File: config.mk
export PLATFORM = sky130hd
export DESIGN_NAME = engine_tachometer_hour_meter_unit
export DESIGN_NICKNAME = d
export VERILOG_FILES = /design/src/hw/rtl/tach_pkg.sv /design/src/hw/rtl/tach_div.sv /design/src/hw/rtl/tach_ctrl.sv /design/src/hw/rtl/tach_dp.sv /design/src/hw/rtl/engine_tachometer_hour_meter_unit.sv
export SDC_FILE = /design/constraint.sdc
export NUM_CORES = 2
export LEC_CHECK = 0
export ABC_AREA = 1
export ABC_CLOCK_PERIOD_IN_PS = 11100
export BUFFER_PORTS_ARGS = -buffer_cell sky130_fd_sc_hd__buf_4
export CORE_ASPECT_RATIO = 1.75
export CORE_UTILIZATION = 55
export CTS_BUF_LIST = sky130_fd_sc_hd__clkbuf_16
export CTS_CLUSTER_DIAMETER = 200
export DETAILED_ROUTE_END_ITERATION = 8
export MAX_ROUTING_LAYER = met4
export PLACE_DENSITY = 0.83
export SLEW_MARGIN = 40
export SYNTH_ARGS = -nofsm -noshare
export SYNTH_HDL_FRONTEND = slang
export SYNTH_SLANG_ARGS = --single-unit
File: constraint.sdc
create_clock -name clk -period 11.1 [get_ports clk]
set_input_delay 1.665 -clock clk [delete_from_list [all_inputs] [get_ports clk]]
set_output_delay 1.665 -clock clk [all_outputs]
set_load 0.01 [all_outputs]
File: src/hw/rtl/tach_pkg.sv
// Shared types and constants for the engine tachometer and hour meter.
// No dependencies; imported by every other file of the block but tach_div.
package tach_pkg;

  // Field widths of the stream words
  localparam int FUNC_W    = 2;
  localparam int STAMP_W   = 32;
  localparam int RPM_W     = 26;
  localparam int CNT_W     = 32;
  localparam int IN_DATA_W = 64;
  localparam int OUT_W     = 96;
  localparam int CFG_IDX_W = 2;
  localparam int CFG_W     = 32;

  // Default width of the wrapping time arithmetic
  localparam int TIME_BITS_DEF = 32;

  // Arithmetic constants
  localparam int unsigned RPM_NUMERATOR = 60000000;
  localparam int unsigned STALL_RESET   = 5000000;
  localparam int unsigned MS_PER_MINUTE = 60000;

  // Event kinds
  typedef enum logic [FUNC_W-1:0] {
    FUNC_EDGE   = 2'd0,
    FUNC_TICK   = 2'd1,
    FUNC_SAMPLE = 2'd2,
    FUNC_TRIP   = 2'd3
  } func_t;

  // Configuration register indexes
  typedef enum logic [CFG_IDX_W-1:0] {
    CFG_TOTAL = 2'd0,
    CFG_TRIP  = 2'd1,
    CFG_STALL = 2'd2
  } cfg_idx_t;

  // Controller to datapath commands
  typedef struct packed {
    logic capture;
    logic do_edge;
    logic do_sample;
    logic do_trip;
    logic rpm_go;
    logic rpm_store;
    logic timer_go;
    logic tot_go;
    logic tot_store;
    logic trip_go;
    logic trip_store;
    logic out_load;
  } dp_cmd_t;

  // Datapath to controller status
  typedef struct packed {
    func_t func;
    logic  pending;
    logic  period_zero;
    logic  running;
    logic  div_done;
    logic  out_busy;
  } dp_stat_t;

endpackage

File: src/hw/rtl/tach_div.sv
// Iterative restoring divider, one quotient bit per cycle.
// Uses nothing from the package; instantiated by tach_dp.
module tach_div #(
  parameter int WIDTH = 32
) (
  input  logic             clk,
  input  logic             rst_n,
  input  logic             start,
  input  logic [WIDTH-1:0] dividend,
  input  logic [WIDTH-1:0] divisor,
  output logic [WIDTH-1:0] quotient,
  output logic             done
);

  localparam int CW = $clog2(WIDTH);

  logic             busy_r;
  logic             done_r;
  logic [CW-1:0]    cnt_r;
  logic [WIDTH-1:0] quo_r;
  logic [WIDTH-1:0] rem_r;
  logic [WIDTH-1:0] dvs_r;

  // One trial subtraction
  logic [WIDTH:0] trial;
  logic [WIDTH:0] diff;
  logic           fits;

  assign trial = {rem_r, quo_r[WIDTH-1]};
  assign diff  = trial - {1'b0, dvs_r};
  assign fits  = trial >= {1'b0, dvs_r};

  always_ff @(posedge clk) begin
    if (!rst_n) begin
      busy_r <= 1'b0;
      done_r <= 1'b0;
      cnt_r  <= '0;
    end else begin
      // done pulses after the last quotient bit
      done_r <= busy_r && !start && (cnt_r == '0);
      if (start) begin
        busy_r <= 1'b1;
        cnt_r  <= CW'(WIDTH - 1);
        quo_r  <= dividend;
        rem_r  <= '0;
        dvs_r  <= divisor;
      end else if (busy_r) begin
        rem_r <= fits ? diff[WIDTH-1:0] : trial[WIDTH-1:0];
        quo_r <= {quo_r[WIDTH-2:0], fits};
        if (cnt_r == '0) begin
          busy_r <= 1'b0;
        end else begin
          cnt_r <= cnt_r - 1'b1;
        end
      end
    end
  end

  assign quotient = quo_r;
  assign done     = done_r;

  // A new division is only started once the previous one is finished
  a_start_idle: assert property (@(posedge clk) disable iff (!rst_n)
    start |-> !busy_r)
    else $error("divider restarted while busy");

  // Finished remainder is below the divisor
  a_rem_range: assert property (@(posedge clk) disable iff (!rst_n)
    (done_r && dvs_r != '0) |-> (rem_r < dvs_r))
    else $error("divider remainder out of range");

endmodule

File: src/hw/rtl/tach_ctrl.sv
// Sequencer of the tachometer: decodes each event and steps the datapath.
// Depends on tach_pkg for the command and status structs.
module tach_ctrl (
  input  logic               clk,
  input  logic               rst_n,
  input  logic               in_tvalid,
  output logic               in_tready,
  output tach_pkg::dp_cmd_t  cmd,
  input  tach_pkg::dp_stat_t stat
);
  import tach_pkg::*;

  typedef enum logic [9:0] {
    S_IDLE     = 10'b00_0000_0001,
    S_DECODE   = 10'b00_0000_0010,
    S_RPM_DIV  = 10'b00_0000_0100,
    S_TIMER    = 10'b00_0000_1000,
    S_TOT_GO   = 10'b00_0001_0000,
    S_TOT_DIV  = 10'b00_0010_0000,
    S_TRIP_GO  = 10'b00_0100_0000,
    S_TRIP_DIV = 10'b00_1000_0000,
    S_DONE     = 10'b01_0000_0000,
    S_SPARE    = 10'b10_0000_0000
  } state_t;

  state_t state_r, state_nxt;

  assign in_tready = (state_r == S_IDLE);

  // Next state and commands
  always_comb begin
    state_nxt = state_r;
    cmd       = '0;
    case (state_r)
      S_IDLE: begin
        if (in_tvalid) begin
          cmd.capture = 1'b1;
          state_nxt   = S_DECODE;
        end
      end
      S_DECODE: begin
        case (stat.func)
          FUNC_EDGE: begin
            cmd.do_edge = 1'b1;
            state_nxt   = S_DONE;
          end
          FUNC_SAMPLE: begin
            cmd.do_sample = 1'b1;
            state_nxt     = S_DONE;
          end
          FUNC_TRIP: begin
            cmd.do_trip = 1'b1;
            state_nxt   = S_DONE;
          end
          FUNC_TICK: begin
            if (stat.pending) begin
              cmd.rpm_go = 1'b1;
              state_nxt  = stat.period_zero ? S_TIMER : S_RPM_DIV;
            end else begin
              state_nxt = S_TIMER;
            end
          end
          default: state_nxt = S_DONE;
        endcase
      end
      S_RPM_DIV: begin
        if (stat.div_done) begin
          cmd.rpm_store = 1'b1;
          state_nxt     = S_TIMER;
        end
      end
      S_TIMER: begin
        cmd.timer_go = 1'b1;
        state_nxt    = stat.running ? S_TOT_GO : S_DONE;
      end
      S_TOT_GO: begin
        cmd.tot_go = 1'b1;
        state_nxt  = S_TOT_DIV;
      end
      S_TOT_DIV: begin
        if (stat.div_done) begin
          cmd.tot_store = 1'b1;
          state_nxt     = S_TRIP_GO;
        end
      end
      S_TRIP_GO: begin
        cmd.trip_go = 1'b1;
        state_nxt   = S_TRIP_DIV;
      end
      S_TRIP_DIV: begin
        if (stat.div_done) begin
          cmd.trip_store = 1'b1;
          state_nxt      = S_DONE;
        end
      end
      S_DONE: begin
        if (!stat.out_busy) begin
          cmd.out_load = 1'b1;
          state_nxt    = S_IDLE;
        end
      end
      default: state_nxt = S_IDLE;
    endcase
  end

  always_ff @(posedge clk) begin
    if (!rst_n) begin
      state_r <= S_IDLE;
    end else begin
      state_r <= state_nxt;
    end
  end

  // An accepted word always goes to decode next
  a_accept_decode: assert property (@(posedge clk) disable iff (!rst_n)
    (in_tvalid && in_tready) |=> (state_r == S_DECODE))
    else $error("accepted word not decoded");

  // The result register is never overwritten while it still holds a word
  a_no_overwrite: assert property (@(posedge clk) disable iff (!rst_n)
    cmd.out_load |-> !stat.out_busy)
    else $error("result loaded while output stalled");

  // The speed division is waited out
  a_rpm_wait: assert property (@(posedge clk) disable iff (!rst_n)
    (state_r == S_RPM_DIV && !stat.div_done) |=> (state_r == S_RPM_DIV))
    else $error("left speed division early");

endmodule

File: src/hw/rtl/tach_dp.sv
// Datapath of the tachometer: event state, minute counters, registers,
// speed divider, minute divider and result register. Depends on tach_pkg and tach_div.
module tach_dp #(
  parameter int TIME_BITS = 32
) (
  input  logic                          clk,
  input  logic                          rst_n,
  input  logic [tach_pkg::IN_DATA_W-1:0] in_tdata,
  input  logic [tach_pkg::FUNC_W-1:0]   in_tuser,
  input  logic                          cfg_valid,
  input  logic [tach_pkg::CFG_IDX_W-1:0] cfg_index,
  input  logic [tach_pkg::CFG_W-1:0]    cfg_data,
  input  logic                          out_tready,
  output logic                          out_tvalid,
  output logic [tach_pkg::OUT_W-1:0]    out_tdata,
  input  tach_pkg::dp_cmd_t             cmd,
  output tach_pkg::dp_stat_t            stat
);
  import tach_pkg::*;

  // Working widths: time differences, speed divider
  localparam int XW = (TIME_BITS > STAMP_W) ? TIME_BITS : STAMP_W;
  localparam int DW = (TIME_BITS > RPM_W) ? TIME_BITS : RPM_W;
  localparam int PAD_W = OUT_W - (RPM_W + 2 * CNT_W + 2);

  // Minute division: 16-bit digits, each digit by reciprocal multiplication.
  // x / 60000 = (x >> 5) / 1875; a 27-bit value times ceil(2^38 / 1875),
  // shifted down by 38, is the exact quotient.
  localparam int MD_W = 16;
  localparam int ND   = (TIME_BITS + MD_W - 1) / MD_W;
  localparam int MV_W = ND * MD_W;
  localparam int NCW  = (ND > 1) ? $clog2(ND) : 1;
  localparam logic [27:0] MIN_MAGIC = 28'd146601551;

  // Captured event
  func_t              func_r;
  logic [STAMP_W-1:0] now_us_r;
  logic [STAMP_W-1:0] now_ms_r;

  // Block state
  logic [STAMP_W-1:0] last_edge_r;
  logic [STAMP_W-1:0] prev_edge_r;
  logic               pend_r;
  logic [RPM_W-1:0]   speed_r;
  logic               run_r;
  logic               tact_r;
  logic [STAMP_W-1:0] tot_start_r;
  logic [STAMP_W-1:0] trip_start_r;
  logic [CNT_W-1:0]   tot_base_r;
  logic [CNT_W-1:0]   trip_base_r;
  logic [CNT_W-1:0]   tot_min_r;
  logic [CNT_W-1:0]   trip_min_r;
  logic [CFG_W-1:0]   stall_r;
  logic               save_r;

  // Result register
  logic               out_valid_r;
  logic [OUT_W-1:0]   out_data_r;

  // Wrapping time differences
  logic [XW-1:0]        per_x, us_x, tot_x, trip_x;
  logic [TIME_BITS-1:0] period, us_diff, tot_diff, trip_diff;

  assign per_x  = XW'(last_edge_r) - XW'(prev_edge_r);
  assign us_x   = XW'(now_us_r) - XW'(last_edge_r);
  assign tot_x  = XW'(now_ms_r) - XW'(tot_start_r);
  assign trip_x = XW'(now_ms_r) - XW'(trip_start_r);

  assign period    = per_x[TIME_BITS-1:0];
  assign us_diff   = us_x[TIME_BITS-1:0];
  assign tot_diff  = tot_x[TIME_BITS-1:0];
  assign trip_diff = trip_x[TIME_BITS-1:0];

  logic period_zero, stalled;
  assign period_zero = (period == '0);
  assign stalled     = XW'(us_diff) > XW'(stall_r);

  // Speed divider: numerator over the pulse period
  logic          div_start, div_done;
  logic [DW-1:0] div_dividend, div_divisor, div_quo;
  logic [CNT_W-1:0] quo32;

  assign div_start    = cmd.rpm_go && !period_zero;
  assign div_dividend = DW'(RPM_NUMERATOR);
  assign div_divisor  = DW'(period);

  tach_div #(
    .WIDTH(DW)
  ) u_div (
    .clk      (clk),
    .rst_n    (rst_n),
    .start    (div_start),
    .dividend (div_dividend),
    .divisor  (div_divisor),
    .quotient (div_quo),
    .done     (div_done)
  );

  // Minute divider: total minutes, then trip minutes
  logic                 min_start, min_busy_r, min_done_r, min_ph_r;
  logic [NCW-1:0]       min_cnt_r;
  logic [MV_W-1:0]      min_dv_r;
  logic [MD_W-1:0]      min_rem_r, min_qd_r;
  logic [CNT_W-1:0]     min_q_r;
  logic [TIME_BITS-1:0] min_dividend;
  logic [2*MD_W-1:0]    min_t, min_back, min_left;
  logic [54:0]          min_prod;

  assign min_start    = cmd.tot_go || cmd.trip_go;
  assign min_dividend = cmd.tot_go ? tot_diff : trip_diff;

  // Partial remainder with the next digit; digit quotient; new remainder
  assign min_t    = {min_rem_r, min_dv_r[MV_W-1 -: MD_W]};
  assign min_prod = 55'(min_t[31:5]) * 55'(MIN_MAGIC);
  assign min_back = 32'(min_qd_r) * 32'(MS_PER_MINUTE);
  assign min_left = min_t - min_back;

  // Per digit: multiply, then subtract and shift
  always_ff @(posedge clk) begin
    if (!rst_n) begin
      min_busy_r <= 1'b0;
      min_done_r <= 1'b0;
      min_ph_r   <= 1'b0;
      min_cnt_r  <= '0;
    end else begin
      min_done_r <= min_busy_r && !min_start && min_ph_r && (min_cnt_r == '0);
      if (min_start) begin
        min_busy_r <= 1'b1;
        min_ph_r   <= 1'b0;
        min_cnt_r  <= NCW'(ND - 1);
        min_dv_r   <= MV_W'(min_dividend);
        min_rem_r  <= '0;
        min_q_r    <= '0;
      end else if (min_busy_r) begin
        if (!min_ph_r) begin
          min_qd_r <= min_prod[53:38];
          min_ph_r <= 1'b1;
        end else begin
          min_rem_r <= min_left[MD_W-1:0];
          min_dv_r  <= min_dv_r << MD_W;
          min_q_r   <= {min_q_r[CNT_W-MD_W-1:0], min_qd_r};
          min_ph_r  <= 1'b0;
          if (min_cnt_r == '0) begin
            min_busy_r <= 1'b0;
          end else begin
            min_cnt_r <= min_cnt_r - 1'b1;
          end
        end
      end
    end
  end

  assign quo32 = min_q_r;

  // Rebuilt minute counts
  logic [CNT_W-1:0] tot_val, trip_val;
  assign tot_val  = tot_base_r + quo32;
  assign trip_val = trip_base_r + quo32;

  // Captured event word
  always_ff @(posedge clk) begin
    if (cmd.capture) begin
      func_r   <= func_t'(in_tuser);
      now_us_r <= in_tdata[STAMP_W-1:0];
      now_ms_r <= in_tdata[2*STAMP_W-1:STAMP_W];
    end
  end

  // State updates: register writes first, event commands after
  always_ff @(posedge clk) begin
    if (!rst_n) begin
      last_edge_r  <= '0;
      prev_edge_r  <= '0;
      pend_r       <= 1'b0;
      speed_r      <= '0;
      run_r        <= 1'b0;
      tact_r       <= 1'b0;
      tot_start_r  <= '0;
      trip_start_r <= '0;
      tot_base_r   <= '0;
      trip_base_r  <= '0;
      tot_min_r    <= '0;
      trip_min_r   <= '0;
      stall_r      <= CFG_W'(STALL_RESET);
      save_r       <= 1'b0;
    end else begin
      if (cfg_valid) begin
        case (cfg_idx_t'(cfg_index))
          CFG_TOTAL: tot_min_r  <= cfg_data;
          CFG_TRIP:  trip_min_r <= cfg_data;
          CFG_STALL: stall_r    <= cfg_data;
          default: ;
        endcase
      end
      if (cmd.capture) begin
        save_r <= 1'b0;
      end
      if (cmd.do_edge) begin
        prev_edge_r <= last_edge_r;
        last_edge_r <= now_us_r;
        pend_r      <= 1'b1;
      end
      if (cmd.do_sample && stalled) begin
        speed_r <= '0;
        run_r   <= 1'b0;
      end
      if (cmd.do_trip) begin
        trip_min_r   <= '0;
        trip_base_r  <= '0;
        trip_start_r <= now_ms_r;
        save_r       <= 1'b1;
      end
      // Speed: zero period saturates
      if (cmd.rpm_go) begin
        pend_r <= 1'b0;
        if (period_zero) begin
          speed_r <= RPM_W'(RPM_NUMERATOR);
          run_r   <= 1'b1;
        end
      end
      if (cmd.rpm_store) begin
        speed_r <= div_quo[RPM_W-1:0];
        run_r   <= 1'b1;
      end
      // Minute timer start and stop
      if (cmd.timer_go) begin
        if (run_r && !tact_r) begin
          tact_r       <= 1'b1;
          tot_start_r  <= now_ms_r;
          trip_start_r <= now_ms_r;
          tot_base_r   <= tot_min_r;
          trip_base_r  <= trip_min_r;
        end else if (!run_r && tact_r) begin
          tact_r <= 1'b0;
        end
      end
      if (cmd.tot_store && tot_val != tot_min_r) begin
        tot_min_r <= tot_val;
        save_r    <= 1'b1;
      end
      if (cmd.trip_store && trip_val != trip_min_r) begin
        trip_min_r <= trip_val;
        save_r     <= 1'b1;
      end
    end
  end

  // Result register
  always_ff @(posedge clk) begin
    if (!rst_n) begin
      out_valid_r <= 1'b0;
    end else begin
      if (cmd.out_load) begin
        out_valid_r <= 1'b1;
      end else if (out_tready) begin
        out_valid_r <= 1'b0;
      end
    end
  end

  always_ff @(posedge clk) begin
    if (cmd.out_load) begin
      out_data_r <= {{PAD_W{1'b0}}, save_r, trip_min_r, tot_min_r, run_r, speed_r};
    end
  end

  assign out_tvalid = out_valid_r;
  assign out_tdata  = out_data_r;

  // Status back to the controller
  assign stat.func        = func_r;
  assign stat.pending     = pend_r;
  assign stat.period_zero = period_zero;
  assign stat.running     = run_r;
  assign stat.div_done    = div_done || min_done_r;
  assign stat.out_busy    = out_valid_r && !out_tready;

endmodule

File: src/hw/rtl/engine_tachometer_hour_meter_unit.sv
// Engine tachometer with engine hour meter. Each input word is one timed event
// (pulse edge, tick, stall check or trip reset) and yields exactly one result
// word with speed, running flag, total and trip minutes and a save request.
// Edge, stall check and trip reset go from decode to the output register load.
// A tick after an edge runs the restoring speed divider, one quotient bit per
// cycle over D = max(TIME_BITS, 26) bits, then the total and the trip minute
// divisions, each by reciprocal multiplication over N = ceil(TIME_BITS / 16)
// digits of 16 bits; the speed divider is the longest step. A zero period skips
// the speed divider; a tick on a stopped engine skips the minute divisions.
// A stalled output adds its wait. One event is worked at a time; the next word
// is accepted as soon as the result sits in the output register.
// Register writes are always accepted and load the counts at once; write them
// only while no event is in flight.
module engine_tachometer_hour_meter_unit #(
  parameter int TIME_BITS = tach_pkg::TIME_BITS_DEF
) (
  input  logic                           clk,
  input  logic                           rst_n,
  // in_tdata: now_us [31:0], now_ms [63:32]
  input  logic                           in_tvalid,
  output logic                           in_tready,
  input  logic [tach_pkg::IN_DATA_W-1:0] in_tdata,
  // in_tuser: func [1:0]
  input  logic [tach_pkg::FUNC_W-1:0]    in_tuser,
  // out_tdata: rpm_value [25:0], engine_on [26], total_count [58:27],
  // trip_count [90:59], save_request [91], zero [95:92]
  output logic                           out_tvalid,
  input  logic                           out_tready,
  output logic [tach_pkg::OUT_W-1:0]     out_tdata,
  // register writes
  input  logic                           cfg_valid,
  output logic                           cfg_ready,
  input  logic [tach_pkg::CFG_IDX_W-1:0] cfg_index,
  input  logic [tach_pkg::CFG_W-1:0]     cfg_data
);
  import tach_pkg::*;

  dp_cmd_t  cmd;
  dp_stat_t stat;

  assign cfg_ready = 1'b1;

  tach_ctrl u_ctrl (
    .clk       (clk),
    .rst_n     (rst_n),
    .in_tvalid (in_tvalid),
    .in_tready (in_tready),
    .cmd       (cmd),
    .stat      (stat)
  );

  tach_dp #(
    .TIME_BITS(TIME_BITS)
  ) u_dp (
    .clk        (clk),
    .rst_n      (rst_n),
    .in_tdata   (in_tdata),
    .in_tuser   (in_tuser),
    .cfg_valid  (cfg_valid),
    .cfg_index  (cfg_index),
    .cfg_data   (cfg_data),
    .out_tready (out_tready),
    .out_tvalid (out_tvalid),
    .out_tdata  (out_tdata),
    .cmd        (cmd),
    .stat       (stat)
  );

endmodule

==> qor.yml <==
crit_slowest_cell: "fa_1"
route.vias.total: 46407
die_w_um: 238.3
worst_pin_slew_ns: 0.8690
crit_family: "adder cells"
vdd_drop_max_mv: 0.1652
worst-path-buf-inv: 4
syn_to_final_growth_pct: 9.527
power.density_nw_per_um2: 119.9
fin_skew_ns: 0.05095
crit_chain: "inv_1, fa_1, fa_1, fa_1, fa_1, inv_1, fa_1, inv_1, fa_1, inv_1, fa_1, ha_1, a21oi_1, o21ai_0, a211oi_1, o21a_1, o211ai_1, a21o_1, a21oi_1, xor2_1"
synth_top_cell_by_area: "edfxtp_1"
ant_nets: 0
setup_viol: 0
synth_common_cells: "nand2_1, inv_1, nor2_1"
period_minus_slack_ns: 6.869
grt_pass1_vias: 46409
hold_end: "u_dp.out_tdata[9]"
grt-ovfl-total: 0
reg2reg_from: "u_dp.min_dv_r[30]"
power_leakage_nw: 28.52
io_pins: 204
regToRegSetupSlack_ns: 4.23
gp_congestion: 1.098
start_util: 0.5557
grt_setup_unrepaired: "false"
totalNegativeSetupSlack_ns: 0
critPathMaxStageDelay_ns: 0.73
antenna_found_initial: 5
crit_fanout: 9
grt_max_degree: 84
fin_crit_sh: 0.6188
cp.required_ns: 11.53
yosys_warnings: 0
slew_viol_final: 0
start_kind: "register"
clock_latency_ns: 0.70
holdPathStages: 0
die_y_um: 415.6
wirelength_um: 182600
cp-end-kind: "register"
grt_pass1_wl_um: 271300
port_buffers: 198
gr-usage-all-layers: 0.3817
drive_gt1_frac: 0.06140
post_cts_buffers: 0
drv_cap: 0
synth_seq_cells: 689
cts_resized: 0
synth_area_um2: 53760
core-area_um2: 96730
synthFlopType: "edfxtp_1"
cts_hold_buffers: 0
synth.distinct_cells: 50
status: "complete, no violations"
synth_edf_count: 350
cts_tree: "done"
remaining_drc_errors: 0
reg2reg_depth: 20
cts-htree-levels: 3
hold_start: "u_dp.speed_r[9]"
rows: 151
avgRoutedWirePerCell_um: 22.02
avgViaCountPerCell: 5.596
synth_most_common_cell: "nand2_1"
hold_viol: 0
fmax_ghz: 0.1456
cp.arrival_ns: 7.30
ys_seq_area_frac: 0.3218
clkSlewWorstSetupHoldPaths_ns: 0.07
async_flop_share: 0
cts_buffers: 69
hpwlAfterDp_um: 146000
netlist.area_leader.share: 0.1955
nets: 7867
post_synth_main_area_contributors: "edfxtp_1, dfxtp_1, ha_1, fa_1, nand2_1"
netlist_instances: 6796
reg2reg_to: "u_dp.min_qd_r[13]"
clockBufferDepth: 3
drtPass1Iterations: 6
clock-root-buffer: "clkbuf_16"
critical_path_class: "register to register"
path_common_cell: "fa_1"
cts_sinks: 689
placed_cell_area_um2: 56510
power_mw: 7.059
holdCritPathClass: "register to register"
largest_reg_flops: 92
relSlewSlack: 0.4207
fp.dieArea_um2: 99040
fin_area_um2: 58880
drt_iter0_markers: 3495
avgSynthCellArea_um2: 7.910
[per-stage QoR]
stage               setup slack [ns]  utilization  instances  hold slack (ns)
CTS                            4.223       0.6083       8287           0.4308
finish                         4.231       0.6087       8293           0.4310
floorplan                      4.763            -       6799           0.4019
detailed placement             4.270       0.5842       8159           0.4151
global placement               4.340       0.5838       8159           0.4095
global route                   3.926       0.6086       8292           0.4459
[power by group]
| part | switching [mW] | leakage (nW) | internal [mW] |
|---|---|---|---|
| clock | 1.11 | 1.21 | 1.36 |
| combinational | 1.08 | 21.4 | 0.570 |
| sequential | 0.122 | 5.95 | 2.82 |
| total | 2.31 | 28.5 | 4.75 |
[kinds of logic after synthesis]
family	share of synthesized area
AOI/OAI and AO/OA	0.1034
xor gates and xnor gates	0.03207
adders and majority gates	0.2372
buffers and inverters	0.1047
DFF	0.3218
other	0.0001397
and+or+nand+nor	0.2007
[worst max path at each step]
stage,start,to,slack [ns],cells past startpoint
6_report,u_dp.min_dv_r[30],u_dp.min_qd_r[13],4.23,20
5_1_grt,u_dp.min_dv_r[30],u_dp.min_qd_r[13],3.93,23
3_5_place_dp,u_dp.min_dv_r[30],u_dp.min_qd_r[13],4.27,23
4_1_cts,u_dp.min_dv_r[30],u_dp.min_qd_r[13],4.22,23
3_3_place_gp,u_dp.min_dv_r[30],u_dp.min_qd_r[13],4.34,23
2_1_floorplan,rst_n,u_dp.min_dv_r[0],4.76,3
[cell type report]
cell class	instances	area, um^2
Clock buffer	72	1802
Clock inverter	56	524.3
Fill cell	8729	37860
Timing Repair Buffer	231	1764
Sequential cell	689	17300
Inverter	1300	4886
Tap cell	1300	1627
Multi-Input combinational cell	4639	30960
Antenna cell	6	15.01
[worst reg2reg max path: stages, from the launching register on]
cell      delay (ns)
edfxtp_1        0.69
inv_1           0.19
fa_1            0.73
fa_1            0.50
fa_1            0.48
fa_1            0.58
inv_1           0.08
fa_1            0.54
inv_1           0.06
fa_1            0.49
inv_1           0.05
fa_1            0.36
ha_1            0.36
a21oi_1         0.22
o21ai_0         0.10
a211oi_1        0.30
o21a_1          0.18
o211ai_1        0.16
a21o_1          0.25
a21oi_1         0.17
xor2_1          0.08
[routing by layer]
metal	share of wire	vias to the layer above	global-route usage
li1	-	22052	-
met1	0.32	21965	0.3571
met2	0.51	1733	0.6654
met3	0.058	657	0.05572
met4	0.11	0	0.3529
met5	0	-	-
[cell usage in the layout (no fill, tap or decap), drive strengths merged, types with 57 or more instances in the layout]
cell type	instances
nand2	1452
inv	1325
nor2	580
a21oi	562
ha	520
edfxtp	350
nand3	343
dfxtp	339
fa	312
o21ai	312
buf	231
xor2	99
nand4	85
clkbuf	72
xnor2	69
nor3	57
No activity file was read; power rests on OpenSTA's default activity.
